File: src/sv/cfml_pkg.sv
package cfml_pkg;

   localparam int GAIN_FRACTION_BITS_DEF = 24;

   localparam int SAMPLE_W    = 16;
   localparam int FADE_W      = 7;
   localparam int COEF_W      = 6;
   localparam int PEAK_W      = 15;
   localparam int STEP_W      = 16;
   localparam int MAG_W       = 17;
   localparam int SCALED_W    = 21;
   localparam int DIV50_W     = 22;
   localparam int DIV50_SHIFT = 27;

   localparam int CSR_INDEX_W = 2;
   localparam int CSR_DATA_W  = 16;

   localparam logic [CSR_INDEX_W-1:0] CSR_CROSSFADE     = 2'd0;
   localparam logic [CSR_INDEX_W-1:0] CSR_PEAK_LIMIT    = 2'd1;
   localparam logic [CSR_INDEX_W-1:0] CSR_RECOVERY_STEP = 2'd2;

   localparam logic [FADE_W-1:0] FADE_RESET  = 7'd50;
   localparam logic [FADE_W-1:0] FADE_CENTER = 7'd50;
   localparam logic [FADE_W-1:0] FADE_FULL   = 7'd100;
   localparam logic [PEAK_W-1:0] PEAK_RESET  = 15'd30000;
   localparam logic [STEP_W-1:0] STEP_RESET  = 16'd17;

   // ceil(2^27 / 50): exact floor division for dividends below 2^21
   localparam logic [DIV50_W-1:0] DIV50_MULT = 22'd2684355;

   typedef struct packed {
      logic load;
      logic scale_mul;
      logic scale_div;
      logic sum;
      logic mul_lo;
      logic mul_hi;
      logic div_init;
      logic div_step;
      logic finish;
   } cmd_type;

   typedef struct packed {
      logic over_limit;
      logic out_free;
   } stat_type;

endpackage

File: src/sv/cfml_if.sv
interface cfml_req_if;
   logic               valid;
   logic               ready;
   logic signed [15:0] sample_a;
   logic signed [15:0] sample_b;

   modport source(output valid, output sample_a, output sample_b, input ready);
   modport sink(input valid, input sample_a, input sample_b, output ready);
endinterface

interface cfml_rsp_if;
   logic               valid;
   logic               ready;
   logic signed [15:0] mixed_sample;
   logic               limiting;

   modport source(output valid, output mixed_sample, output limiting, input ready);
   modport sink(input valid, input mixed_sample, input limiting, output ready);
endinterface

File: src/sv/cfml_ctrl.sv
module cfml_ctrl #(
   parameter int GAIN_FRACTION_BITS = cfml_pkg::GAIN_FRACTION_BITS_DEF
) (
   input  logic               clock,
   input  logic               reset,
   input  logic               req_valid,
   output logic               req_ready,
   input  cfml_pkg::stat_type stat,
   output cfml_pkg::cmd_type  cmd
);
   import cfml_pkg::*;

   localparam int CW = $clog2(GAIN_FRACTION_BITS + 1);

   localparam logic [3:0] ST_IDLE      = 4'd0;
   localparam logic [3:0] ST_SCALE_MUL = 4'd1;
   localparam logic [3:0] ST_SCALE_DIV = 4'd2;
   localparam logic [3:0] ST_SUM       = 4'd3;
   localparam logic [3:0] ST_MUL_LO    = 4'd4;
   localparam logic [3:0] ST_MUL_HI    = 4'd5;
   localparam logic [3:0] ST_CHECK     = 4'd6;
   localparam logic [3:0] ST_DIV       = 4'd7;
   localparam logic [3:0] ST_REMUL_LO  = 4'd8;
   localparam logic [3:0] ST_REMUL_HI  = 4'd9;
   localparam logic [3:0] ST_DONE      = 4'd10;

   logic [3:0]    state_ff, state_in;
   logic [CW-1:0] cnt_ff, cnt_in;

   assign req_ready = (state_ff == ST_IDLE);

   always_comb begin
      state_in = state_ff;
      cnt_in   = cnt_ff;
      cmd      = '0;
      unique case (state_ff)
         ST_IDLE: begin
            if (req_valid) begin
               cmd.load = 1'b1;
               state_in = ST_SCALE_MUL;
            end
         end
         ST_SCALE_MUL: begin
            cmd.scale_mul = 1'b1;
            state_in      = ST_SCALE_DIV;
         end
         ST_SCALE_DIV: begin
            cmd.scale_div = 1'b1;
            state_in      = ST_SUM;
         end
         ST_SUM: begin
            cmd.sum  = 1'b1;
            state_in = ST_MUL_LO;
         end
         ST_MUL_LO: begin
            cmd.mul_lo = 1'b1;
            state_in   = ST_MUL_HI;
         end
         ST_MUL_HI: begin
            cmd.mul_hi = 1'b1;
            state_in   = ST_CHECK;
         end
         ST_CHECK: begin
            if (stat.over_limit) begin
               cmd.div_init = 1'b1;
               cnt_in       = CW'(GAIN_FRACTION_BITS - 1);
               state_in     = ST_DIV;
            end else begin
               state_in = ST_DONE;
            end
         end
         ST_DIV: begin
            cmd.div_step = 1'b1;
            if (cnt_ff == '0) begin
               state_in = ST_REMUL_LO;
            end else begin
               cnt_in = cnt_ff - 1'b1;
            end
         end
         ST_REMUL_LO: begin
            cmd.mul_lo = 1'b1;
            state_in   = ST_REMUL_HI;
         end
         ST_REMUL_HI: begin
            cmd.mul_hi = 1'b1;
            state_in   = ST_DONE;
         end
         ST_DONE: begin
            // hold until the output register is free
            if (stat.out_free) begin
               cmd.finish = 1'b1;
               state_in   = ST_IDLE;
            end
         end
         default: begin
            state_in = ST_IDLE;
         end
      endcase
   end

   always_ff @(posedge clock) begin
      if (reset) begin
         state_ff <= ST_IDLE;
         cnt_ff   <= '0;
      end else begin
         state_ff <= state_in;
         cnt_ff   <= cnt_in;
      end
   end

endmodule

File: src/sv/cfml_dp.sv
module cfml_dp #(
   parameter int GAIN_FRACTION_BITS = cfml_pkg::GAIN_FRACTION_BITS_DEF
) (
   input  logic                                 clock,
   input  logic                                 reset,
   input  logic signed [cfml_pkg::SAMPLE_W-1:0] sample_a,
   input  logic signed [cfml_pkg::SAMPLE_W-1:0] sample_b,
   output logic                                 rsp_valid,
   input  logic                                 rsp_ready,
   output logic signed [cfml_pkg::SAMPLE_W-1:0] mixed_sample,
   output logic                                 limiting,
   input  logic                                 csr_we,
   input  logic [cfml_pkg::CSR_INDEX_W-1:0]     csr_index,
   input  logic [cfml_pkg::CSR_DATA_W-1:0]      csr_wdata,
   input  cfml_pkg::cmd_type                    cmd,
   output cfml_pkg::stat_type                   stat
);
   import cfml_pkg::*;

   localparam int F   = GAIN_FRACTION_BITS;
   localparam int GW  = F + 1;
   localparam int GHW = GW - 16;
   localparam int PW  = F + MAG_W + 1;
   localparam logic [GW:0] GAIN_ONE_X = (GW + 1)'(1) << F;

   // configuration
   logic [FADE_W-1:0] fade_ff;
   logic [PEAK_W-1:0] peak_ff;
   logic [STEP_W-1:0] step_ff;

   // limiter state and working registers
   logic [GW-1:0]               gain_ff;
   logic [GW-1:0]               gwork_ff;
   logic signed [SAMPLE_W-1:0]  a_ff, b_ff;
   logic                        scale_b_ff;
   logic [COEF_W-1:0]           coef_ff;
   logic [SCALED_W-1:0]         sp_ff;
   logic                        sp_neg_ff;
   logic [SCALED_W+DIV50_W-1:0] qm_ff;
   logic [MAG_W-1:0]            mag_ff;
   logic                        sum_neg_ff;
   logic [PW-1:0]               prod_ff;
   logic [MAG_W-1:0]            rem_ff;
   logic                        cut_ff;
   logic                        rsp_valid_ff;
   logic signed [SAMPLE_W-1:0]  mixed_ff;
   logic                        limiting_ff;

   logic [GW:0]                 gain_sum;
   logic [FADE_W-1:0]           pos;
   logic signed [SAMPLE_W-1:0]  sel_x;
   logic signed [MAG_W-1:0]     sel_x_ext;
   logic [MAG_W-1:0]            abs_x;
   logic [MAG_W-1:0]            qv;
   logic signed [MAG_W-1:0]     scaled;
   logic signed [MAG_W-1:0]     other;
   logic signed [MAG_W-1:0]     sum;
   logic [MAG_W+15:0]           pp_lo;
   logic [MAG_W+GHW-1:0]        pp_hi;
   logic [PW-1:0]               lim;
   logic [MAG_W:0]              rem_sh;
   logic                        rem_ge;
   logic [SAMPLE_W-1:0]         res_mag;

   always_comb begin
      gain_sum  = {1'b0, gain_ff} + (GW + 1)'(step_ff);
      pos       = (fade_ff > FADE_FULL) ? FADE_FULL : fade_ff;
      sel_x     = scale_b_ff ? b_ff : a_ff;
      sel_x_ext = MAG_W'(sel_x);
      abs_x     = sel_x[SAMPLE_W-1] ? MAG_W'(-sel_x_ext) : MAG_W'(sel_x_ext);
      qv        = {1'b0, qm_ff[DIV50_SHIFT +: SAMPLE_W]};
      scaled    = sp_neg_ff ? -$signed(qv) : $signed(qv);
      other     = scale_b_ff ? MAG_W'(a_ff) : MAG_W'(b_ff);
      sum       = other + scaled;
      pp_lo     = mag_ff * gwork_ff[15:0];
      pp_hi     = mag_ff * gwork_ff[GW-1:16];
      lim       = PW'({peak_ff, {F{1'b0}}});
      rem_sh    = {rem_ff, 1'b0};
      rem_ge    = (rem_sh >= {1'b0, mag_ff});
      res_mag   = prod_ff[F +: SAMPLE_W];
   end

   always_ff @(posedge clock) begin
      if (reset) begin
         fade_ff <= FADE_RESET;
         peak_ff <= PEAK_RESET;
         step_ff <= STEP_RESET;
      end else if (csr_we) begin
         unique case (csr_index)
            CSR_CROSSFADE:     fade_ff <= csr_wdata[FADE_W-1:0];
            CSR_PEAK_LIMIT:    peak_ff <= csr_wdata[PEAK_W-1:0];
            CSR_RECOVERY_STEP: step_ff <= csr_wdata[STEP_W-1:0];
            default: ;
         endcase
      end
   end

   always_ff @(posedge clock) begin
      if (reset) begin
         gain_ff      <= GAIN_ONE_X[GW-1:0];
         rsp_valid_ff <= 1'b0;
      end else begin
         if (cmd.finish) begin
            gain_ff      <= gwork_ff;
            rsp_valid_ff <= 1'b1;
         end else if (rsp_ready) begin
            rsp_valid_ff <= 1'b0;
         end
      end
   end

   always_ff @(posedge clock) begin
      if (cmd.load) begin
         a_ff       <= sample_a;
         b_ff       <= sample_b;
         scale_b_ff <= (pos <= FADE_CENTER);
         coef_ff    <= (pos <= FADE_CENTER) ? COEF_W'(pos) : COEF_W'(FADE_FULL - pos);
         gwork_ff   <= (gain_sum > GAIN_ONE_X) ? GAIN_ONE_X[GW-1:0] : gain_sum[GW-1:0];
         cut_ff     <= 1'b0;
      end
      if (cmd.scale_mul) begin
         sp_ff     <= SCALED_W'(abs_x) * SCALED_W'(coef_ff);
         sp_neg_ff <= sel_x[SAMPLE_W-1];
      end
      if (cmd.scale_div) begin
         qm_ff <= sp_ff * DIV50_MULT;
      end
      if (cmd.sum) begin
         mag_ff     <= sum[MAG_W-1] ? MAG_W'(-sum) : MAG_W'(sum);
         sum_neg_ff <= sum[MAG_W-1];
      end
      if (cmd.mul_lo) begin
         prod_ff <= PW'(pp_lo);
      end
      if (cmd.mul_hi) begin
         prod_ff <= prod_ff + (PW'(pp_hi) << 16);
      end
      // peak_limit < |sum| whenever the cut fires, so the quotient fits in F bits
      if (cmd.div_init) begin
         rem_ff   <= MAG_W'(peak_ff);
         gwork_ff <= '0;
         cut_ff   <= 1'b1;
      end
      if (cmd.div_step) begin
         rem_ff   <= rem_ge ? MAG_W'(rem_sh - {1'b0, mag_ff}) : rem_sh[MAG_W-1:0];
         gwork_ff <= {gwork_ff[GW-2:0], rem_ge};
      end
      if (cmd.finish) begin
         mixed_ff    <= sum_neg_ff ? -$signed(res_mag) : $signed(res_mag);
         limiting_ff <= cut_ff;
      end
   end

   assign stat.over_limit = (prod_ff > lim);
   assign stat.out_free   = !rsp_valid_ff || rsp_ready;
   assign rsp_valid       = rsp_valid_ff;
   assign mixed_sample    = mixed_ff;
   assign limiting        = limiting_ff;

endmodule

File: src/sv/crossfade_mixer_with_limiter.sv
// Two-deck crossfader with a peak limiter. Each transfer on req carries one sample from
// deck A and one from deck B; each produces exactly one transfer on rsp with the mixed,
// limited sample and a flag that is set when the limiter gain was cut for that sample.
// The crossfader scales deck B by position/50 up to the center and deck A by
// (100-position)/50 past it. The shared Q1.F gain recovers by recovery_step per sample
// up to 1.0 and is cut to floor(peak_limit*2^F/|sum|) when the gain-scaled sum would
// pass peak_limit. Items are handled one at a time; when the gain is cut, a restoring
// divider that yields one quotient bit per cycle computes the new gain. The 17-bit
// |sum| by (F+1)-bit gain multiply is split at gain bit 16 into two partial products
// formed one after the other. A finished result waits in an output register, so the
// next item is taken while it is still unread. The user must write configuration
// (crossfade, peak_limit, recovery_step at indexes 0, 1, 2) only while the block is
// idle (not enforced by the block); writes to other indexes are ignored.
module crossfade_mixer_with_limiter #(
   parameter int GAIN_FRACTION_BITS = cfml_pkg::GAIN_FRACTION_BITS_DEF
) (
   input logic                             clock,
   input logic                             reset,
   cfml_req_if.sink                        req,
   cfml_rsp_if.source                      rsp,
   input logic                             csr_we,
   input logic [cfml_pkg::CSR_INDEX_W-1:0] csr_index,
   input logic [cfml_pkg::CSR_DATA_W-1:0]  csr_wdata
);
   import cfml_pkg::*;

   cmd_type  cmd;
   stat_type stat;

   cfml_ctrl #(
      .GAIN_FRACTION_BITS(GAIN_FRACTION_BITS)
   ) u_ctrl (
      .clock     (clock),
      .reset     (reset),
      .req_valid (req.valid),
      .req_ready (req.ready),
      .stat      (stat),
      .cmd       (cmd)
   );

   cfml_dp #(
      .GAIN_FRACTION_BITS(GAIN_FRACTION_BITS)
   ) u_dp (
      .clock        (clock),
      .reset        (reset),
      .sample_a     (req.sample_a),
      .sample_b     (req.sample_b),
      .rsp_valid    (rsp.valid),
      .rsp_ready    (rsp.ready),
      .mixed_sample (rsp.mixed_sample),
      .limiting     (rsp.limiting),
      .csr_we       (csr_we),
      .csr_index    (csr_index),
      .csr_wdata    (csr_wdata),
      .cmd          (cmd),
      .stat         (stat)
   );

endmodule

File: src/flat_wrapper.sv
// flat-port wrapper written by rule: the top's interface ports become plain ports
module crossfade_mixer_with_limiter_flat import cfml_pkg::*;
#(
   parameter int GAIN_FRACTION_BITS = cfml_pkg::GAIN_FRACTION_BITS_DEF
)
  (clock, reset, csr_we, csr_index, csr_wdata, req_valid, req_sample_a, req_sample_b, req_ready, rsp_valid, rsp_mixed_sample, rsp_limiting, rsp_ready);
  cfml_req_if req_i ();
  cfml_rsp_if rsp_i ();
  input logic clock;
  input logic reset;
  input logic csr_we;
  input logic [cfml_pkg::CSR_INDEX_W-1:0] csr_index;
  input logic [cfml_pkg::CSR_DATA_W-1:0] csr_wdata;
  input wire logic [$bits(req_i.valid)-1:0] req_valid;
  input wire logic [$bits(req_i.sample_a)-1:0] req_sample_a;
  input wire logic [$bits(req_i.sample_b)-1:0] req_sample_b;
  output wire logic [$bits(req_i.ready)-1:0] req_ready;
  output wire logic [$bits(rsp_i.valid)-1:0] rsp_valid;
  output wire logic [$bits(rsp_i.mixed_sample)-1:0] rsp_mixed_sample;
  output wire logic [$bits(rsp_i.limiting)-1:0] rsp_limiting;
  input wire logic [$bits(rsp_i.ready)-1:0] rsp_ready;
  assign req_i.valid = req_valid;
  assign req_i.sample_a = req_sample_a;
  assign req_i.sample_b = req_sample_b;
  assign req_ready = req_i.ready;
  assign rsp_valid = rsp_i.valid;
  assign rsp_mixed_sample = rsp_i.mixed_sample;
  assign rsp_limiting = rsp_i.limiting;
  assign rsp_i.ready = rsp_ready;
  crossfade_mixer_with_limiter #(.GAIN_FRACTION_BITS(GAIN_FRACTION_BITS)) u_core (.clock(clock), .reset(reset), .req(req_i), .rsp(rsp_i), .csr_we(csr_we), .csr_index(csr_index), .csr_wdata(csr_wdata));
endmodule
File: config.mk
export PLATFORM = sky130hd
export DESIGN_NAME = crossfade_mixer_with_limiter_flat
export DESIGN_NICKNAME = d
export VERILOG_FILES = /design/src/sv/cfml_pkg.sv /design/src/sv/cfml_if.sv /design/src/sv/cfml_ctrl.sv /design/src/sv/cfml_dp.sv /design/src/sv/crossfade_mixer_with_limiter.sv /design/src/flat_wrapper.sv
export SDC_FILE = /design/constraint.sdc
export NUM_CORES = 2
export LEC_CHECK = 0
export ABC_AREA = 0
export BUFFER_PORTS_ARGS = -buffer_cell sky130_fd_sc_hd__buf_4
export CAP_MARGIN = 20
export CORE_AREA = 4 4 371 373
export CTS_CLUSTER_DIAMETER = 100
export DETAILED_ROUTE_END_ITERATION = 16
export DIE_AREA = 0 0 375 377
export GPL_ROUTABILITY_DRIVEN = 0
export PLACE_DENSITY = 0.53
export SYNTH_ARGS = -nofsm -noshare
export SYNTH_HDL_FRONTEND = slang
export SYNTH_SLANG_ARGS = --single-unit
File: constraint.sdc
create_clock -name clock -period 12.96 [get_ports clock]
set_input_delay 3.24 -clock clock [delete_from_list [all_inputs] [get_ports clock]]
set_output_delay 3.24 -clock clock [all_outputs]
set_load 0.01 [all_outputs]
-- After elaboration in Yosys (flattened, before gate mapping)
Cells that the tools add are included.
- flip-flop bits (word level): 297
- input port bits: 55
- word-level logic and storage cells: 115
- $add $sub $neg: 10
- multipliers: 4
- $lt $le $gt $ge: 5
- equality and inequality tests: 17
- muxes and demuxes: 39
- reduce and logical (&&, ||, !) cells: 17
- operators by type and width (cell ; number):
    $mux W17 ; 6
    $mux W25 ; 4
    $mux W42 ; 2
    $mux W16 ; 3
    $pmux W4 S11 ; 1
    $mul A21 B22 Y43 const B ; 1
    $add A42 B42 Y42 ; 1
    $gt A42 B39 Y1 ; 1
    $neg A16 Y17 ; 2
    $mul A17 B16 Y33 ; 1
    $add A25 B16 Y26 ; 1
    $gt A26 B25 Y1 const B ; 1
    $mul A17 B9 Y26 ; 1
    $mul A17 B6 Y21 ; 1
    $ge A18 B17 Y1 ; 1
    $add A17 B17 Y17 ; 1
    $neg A17 Y17 ; 1
    $sub A17 B17 Y17 ; 1
    $eq A4 B3 Y1 const B ; 4
    $mux W4 ; 4
    $neg A16 Y16 ; 1
    $mux W1 ; 14
    $eq A4 B4 Y1 const B ; 3
    $mux W5 ; 2
    23 further kinds ; 34

-- Longest topological paths before layout
- word-level depth: 6
- depth in mapped cells: 31
- depth with buffers taken out: 29

-- Hierarchy
Synthesis repeated with hierarchy kept, for this count alone.
- cell total of the unflattened synthesis: 4223
- area total of the unflattened synthesis: 39445.3 sq um
- by module, submodules not included (module ; times used ; cells an instance ; area each (sq um) ; seq. area each (sq um)):
    cfml_dp ; 1 ; 4148 ; 38872.3 ; 7186.9
    cfml_ctrl ; 1 ; 75 ; 573.0 ; 180.2

-- Worst setup path before layout
Ideal clock, no wire load.
- path kind: register -> register
- start: register u_core.u_dp.gwork_ff[6]
- end: register u_core.u_dp.prod_ff[32] (data pin)
- library setup time: 0.270 ns
- arrival time: 6.467 ns
- data required time: 12.690 ns
- path slack: 6.223 ns
- stages on the path, launching flop included: 26
- path buffers: 2
- clock period less this slack: 6.737 ns
- path through: edfxtp_1 > clkbuf_1 > buf_1 > nand2_1 > fa_1 > inv_1 > fa_1 > inv_1 > fa_1 > inv_1 > fa_1 > inv_1 > fa_1 > inv_1 > fa_1 > ha_1 > a21o_1 > a21o_1 > a21o_1 > a21oi_1 > nand2_1 > o21ai_0 > o311ai_1 > a31o_2 > a2111oi_0 > nor3b_1
- word-level cells in the longest chain between the ends: 3
- RTL lines (item ; RTL line ; source):
    start, declared ; cfml_dp.sv:33 ; logic [GW-1:0] gwork_ff;
    start signal, assigned ; cfml_dp.sv:118 ; gwork_ff <= (gain_sum > GAIN_ONE_X) ? GAIN_ONE_X[GW-1:0] : gain_sum[GW-1:0];
    start signal, assigned ; cfml_dp.sv:146 ; gwork_ff <= {gwork_ff[GW-2:0], rem_ge};
    $mul A17 B16 Y33 ; cfml_dp.sv:75 ; pp_lo = mag_ff * gwork_ff[15:0];
    $mux W42 ; cfml_dp.sv:132 ; if (cmd.mul_lo) begin
    $mux W42 ; cfml_dp.sv:135 ; if (cmd.mul_hi) begin
    end signal, assigned ; cfml_dp.sv:133 ; prod_ff <= PW'(pp_lo);
    end signal, assigned ; cfml_dp.sv:136 ; prod_ff <= prod_ff + (PW'(pp_hi) << 16);
    end, declared ; cfml_dp.sv:42 ; logic [PW-1:0] prod_ff;
No other way between the ends. The select of a mux whose other input is x is not followed.
A chain may end at the register's enable or synchronous reset.

-- Worst setup path after layout
- start: register u_core.u_dp.sp_ff[4]
- end: register u_core.u_dp.qm_ff[42] (data pin)
- word-level cells in the longest chain between the ends: 1
- RTL lines (item ; RTL line ; source):
    start, declared ; cfml_dp.sv:37 ; logic [SCALED_W-1:0] sp_ff;
    start signal, assigned ; cfml_dp.sv:122 ; sp_ff <= SCALED_W'(abs_x) * SCALED_W'(coef_ff);
    $mul A21 B22 Y43 ; cfml_dp.sv:126 ; qm_ff <= sp_ff * DIV50_MULT;
    end signal, assigned ; cfml_dp.sv:126 ;
    end, declared ; cfml_dp.sv:39 ; logic [SCALED_W+DIV50_W-1:0] qm_ff;
No other way between the ends.

==> qor_table.md <==
| Item | This run | Unit |
|---|---|---|
| Run status | finished clean | - |
| Antenna Nets Post-Route | 0 | - |
| Count of mapped cells out of synthesis | 4134 | - |
| Worst path bufs/invs | 4 | - |
| All-Layer GR Usage | 14.6 | % |
| Number of nets in the final layout | 5212 | - |
| Nature of the critical path endpoint | register | - |
| DRC violations left | 0 | - |
| Cell area after synthesis | 38800 | sq um |
| Overall die height | 377 | um |
| Met3 capacity usage during global routing | 1.49 | % |
| Final setup violating endpoints | 0 | - |
| Post-route cell area | 42400 | sq um |
| Worst setup skew after layout | 0.0254 | ns |
| Detailed Place HPWL | 81800 | um |
| Global-route track usage on met2 | 25.6 | % |
| Post-layout util | 31.5 | % |
| Largest net degree at the start of global routing | 74 | - |
| Vias | 27763 | - |
| Post-synth EDFFs | 196 | - |
| CTS sink count | 270 | - |
| Placed instance area | 41300 | sq um |
| Prevailing post-synth register cell | sky130_fd_sc_hd__edfxtp_1 | - |
| Post-CTS setup buffers | 0 | - |
| Post-synthesis async set-or-reset flop share | 0 | % |
| Number of fillers in the final layout | 14003 | - |
| 1st-pass router iterations | 5 | - |
| Average via count per standard cell | 4.67 | - |
| Post-CTS Hold Buffers | 0 | - |
| Vias in the first global route | 29262 | - |
| Most used cell, CP | sky130_fd_sc_hd__fa_1 | - |
| CP cell instances | fa_1 > inv_1 > fa_1 > inv_1 > fa_1 > fa_1 > inv_1 > fa_1 > inv_1 > fa_1 > fa_1 > ha_1 > nand4_1 > nor4_1 > o31a_1 > o41a_1 > nor4b_2 > o31ai_1 > a41oi_1 > o21bai_1 > a21oi_1 > xnor2_1 | - |
| Slew Limit Fails | 0 | - |
| Core region area | 135000 | sq um |
| Final worst path period share | 56.9 | % |
| Sequential fraction of the synthesis area | 19.0 | % |
| Initial antenna violation count | 0 | - |
| Max-cap viol count | 0 | - |
| F_max | 136 | MHz |
| WHS | 0.457 | ns |
| Worst Max-Slew Pin Slew | 1.07 | ns |
| Cts bufs inserted | 31 | - |
| RSZ-0062 raised after global routing | false | - |
| Delay-heaviest family, CP | adder cells | - |
| Count of inserted antenna diode cells | 0 | - |
| Synthesized flop and latch total | 270 | - |
| Final total negative setup slack | 0 | ns |
| Number of design-rule violations left by the first detailed-router iteration | 1448 | - |
| Clock tree root driver cell | sky130_fd_sc_hd__clkbuf_16 | - |
| Grt ovf | 0 | - |
| Max incr delay on CP | 0.64 | ns |
| Maximum count of clock buffers along a single path | 3 | - |
| Min Tclk post-route | 7.38 | ns |
| First-pass GRT wire length | 164000 | um |
| Worst R2R Setup Slack | 5.58 | ns |
| Clock network latency to the later pin of the worst-skew pair | 0.61 | ns |
| Synth cell types | 84 | - |
| Worst-case headroom to the max-slew limit | 28.8 | % |
| Global Route met1 Usage | 19.9 | % |
| Wire length after detailed routing | 103000 | um |
| Count of endpoints failing hold in the final timing report | 0 | - |
| Routed length per placed instance | 17.3 | um |
| DIE AREA | 141000 | sq um |
| Ratio of cells with drive above 1 in the final layout | 5.33 | % |
| Worst endpoint required time | 13.30 | ns |
| Class of the most critical setup path | register to register | - |
| # H-tree levels | 1 | - |
| GRT busiest layer | met2 | - |
| Critical-path top delay cell | sky130_fd_sc_hd__o31ai_1 | - |
| # rows | 135 | - |
| Average instance area after synthesis | 9.38 | sq um |
| P&R area growth vs syn | 9.28 | % |
| IO Count | 74 | - |
| PostCTS Resize Cnt | 0 | - |
| Number of synthesis warnings | 0 | - |
| Clock tree from TritonCTS | done | - |
| Effective utilization at floorplan | 28.8 | % |
| Maximum fanout encountered on the critical timing path | 8 | - |
| Die span in x | 375 | um |
| Critical Path Source Type | register | - |
| Type of the tightest min-delay check | register to register | - |
| Clock-pin slew reported for the worst setup and hold paths after clock tree synthesis | 0.06 | ns |
| Critical path data arrival time | 7.72 | ns |
| Port buffer count | 73 | - |
==> Yosys cell counts (all sizes together), types with 72 or more instances <==
cell type | instances | area [sq um]
xor2 | 72 | 631
and2 | 201 | 1260
fa | 533 | 10700
nor2 | 137 | 522
edfxtp | 196 | 5890
nand2 | 558 | 2090
o21ai | 118 | 591
ha | 481 | 6020
a21oi | 177 | 905
xnor2 | 125 | 1090
dfxtp | 74 | 1480
clkbuf | 121 | 455
inv | 771 | 2890
==> per-stage QoR <==
step | worst slack, ns | std cells
2_1_floorplan | 6.22 | 4136
3_3_place_gp | 5.61 | 5890
3_5_place_dp | 5.49 | 5890
4_1_cts | 5.49 | 5943
5_1_grt | 4.99 | 5944
6_report | 5.58 | 5944
==> worst min-delay path, delay by kind of cell, from the launching register on <==
kind / cells / cell delay, ns
simple gates: 1 / 0.05
compound gates: 1 / 0.05
flops: 1 / 0.31
==> cell type report <==
type                       instances  area, sq um  share of cell area [%]
sequential                       270         7370                    17.4
timing repair buffer             108          818                    1.93
clock inverter                    20          228                   0.538
tap                             1781         2230                    5.26
multi-input combinational       2960        28000                    66.2
inverter                         772         2900                    6.84
clock buffer                      33          783                    1.85
==> layer usage <==
metal  part of all wire [%]  vias to the layer above
met4                    1.7                        0
li1                       -                    13286
met1                     46                    13891
met3                    3.8                       92
met2                     48                      494
met5                      0                        -
==> sequential cells by signal (all words and copies together), names as in the netlist, 17 cells and up <==
name and flops:
u_core.u_dp.rem_ff 17, u_core.u_dp.sp_ff 21, u_core.u_dp.mag_ff 17, u_core.u_dp.gain_ff 25, u_core.u_dp.prod_ff 42, u_core.u_dp.gwork_ff 25
==> cells in the final DEF, fill, tap and decap left out, types with 10 or more instances in the layout <==
| cell type | Yosys | routed |
|---|---|---|
| sky130_fd_sc_hd__inv_1 | 770 | 769 |
| sky130_fd_sc_hd__o211ai_1 | 10 | 10 |
| sky130_fd_sc_hd__edfxtp_1 | 196 | 196 |
| sky130_fd_sc_hd__o21ai_0 | 116 | 116 |
| sky130_fd_sc_hd__dfxtp_1 | 74 | 74 |
| sky130_fd_sc_hd__nor3_1 | 36 | 34 |
| sky130_fd_sc_hd__nand2_1 | 558 | 558 |
| sky130_fd_sc_hd__ha_1 | 481 | 481 |
| sky130_fd_sc_hd__mux2_2 | 21 | 21 |
| sky130_fd_sc_hd__fa_1 | 533 | 533 |
| sky130_fd_sc_hd__nand2b_1 | 29 | 29 |
| sky130_fd_sc_hd__nand3_1 | 33 | 33 |
| sky130_fd_sc_hd__buf_4 | 0 | 107 |
| sky130_fd_sc_hd__or3_1 | 12 | 12 |
| sky130_fd_sc_hd__a21o_1 | 68 | 68 |
| sky130_fd_sc_hd__xor2_1 | 72 | 72 |
| sky130_fd_sc_hd__clkbuf_16 | 0 | 31 |
| sky130_fd_sc_hd__xnor2_1 | 125 | 124 |
| sky130_fd_sc_hd__nor2_1 | 134 | 133 |
| sky130_fd_sc_hd__a21oi_1 | 172 | 171 |
| sky130_fd_sc_hd__nand4_1 | 14 | 14 |
| sky130_fd_sc_hd__o21bai_1 | 13 | 13 |
| sky130_fd_sc_hd__and2_1 | 201 | 201 |
| sky130_fd_sc_hd__nor4_1 | 14 | 13 |
| sky130_fd_sc_hd__nor2b_1 | 32 | 32 |
| sky130_fd_sc_hd__and3_1 | 19 | 19 |
| sky130_fd_sc_hd__o31ai_1 | 21 | 21 |
| sky130_fd_sc_hd__a22o_1 | 26 | 26 |
| sky130_fd_sc_hd__a211oi_1 | 22 | 22 |
| sky130_fd_sc_hd__o21a_1 | 22 | 22 |
| sky130_fd_sc_hd__a31oi_1 | 13 | 12 |
| sky130_fd_sc_hd__nand3b_1 | 14 | 14 |
| sky130_fd_sc_hd__mux2i_1 | 29 | 29 |
==> final timing paths <==
kind                                        startpoint                      to  cells after the start
worst min-delay path            u_core.u_dp.peak_ff[1]  u_core.u_dp.peak_ff[1]                      2
worst min register to register  u_core.u_dp.peak_ff[1]  u_core.u_dp.peak_ff[1]                      2
worst max register to register    u_core.u_dp.sp_ff[4]   u_core.u_dp.qm_ff[42]                     22
worst max-delay path              u_core.u_dp.sp_ff[4]   u_core.u_dp.qm_ff[42]                     22
==> cell families (layout without fill, tap and decap cells) <==
logic type	after synthesis	after routing	synth area share [%]
other	2	4	0.0194
flip-flops	270	270	19.0
AO/OA/AOI/OAI	565	565	9.50
adder cells (fa/ha/maj)	1014	1014	43.1
buffers and inverters	906	933	8.81
AND/OR/NAND/NOR	1129	1129	13.7
XOR/XNOR	198	198	4.51
multiplexers	50	50	1.36
Power is not shown: default switching activity piles up to over one toggle a cycle in this logic, so the estimate is an artifact.
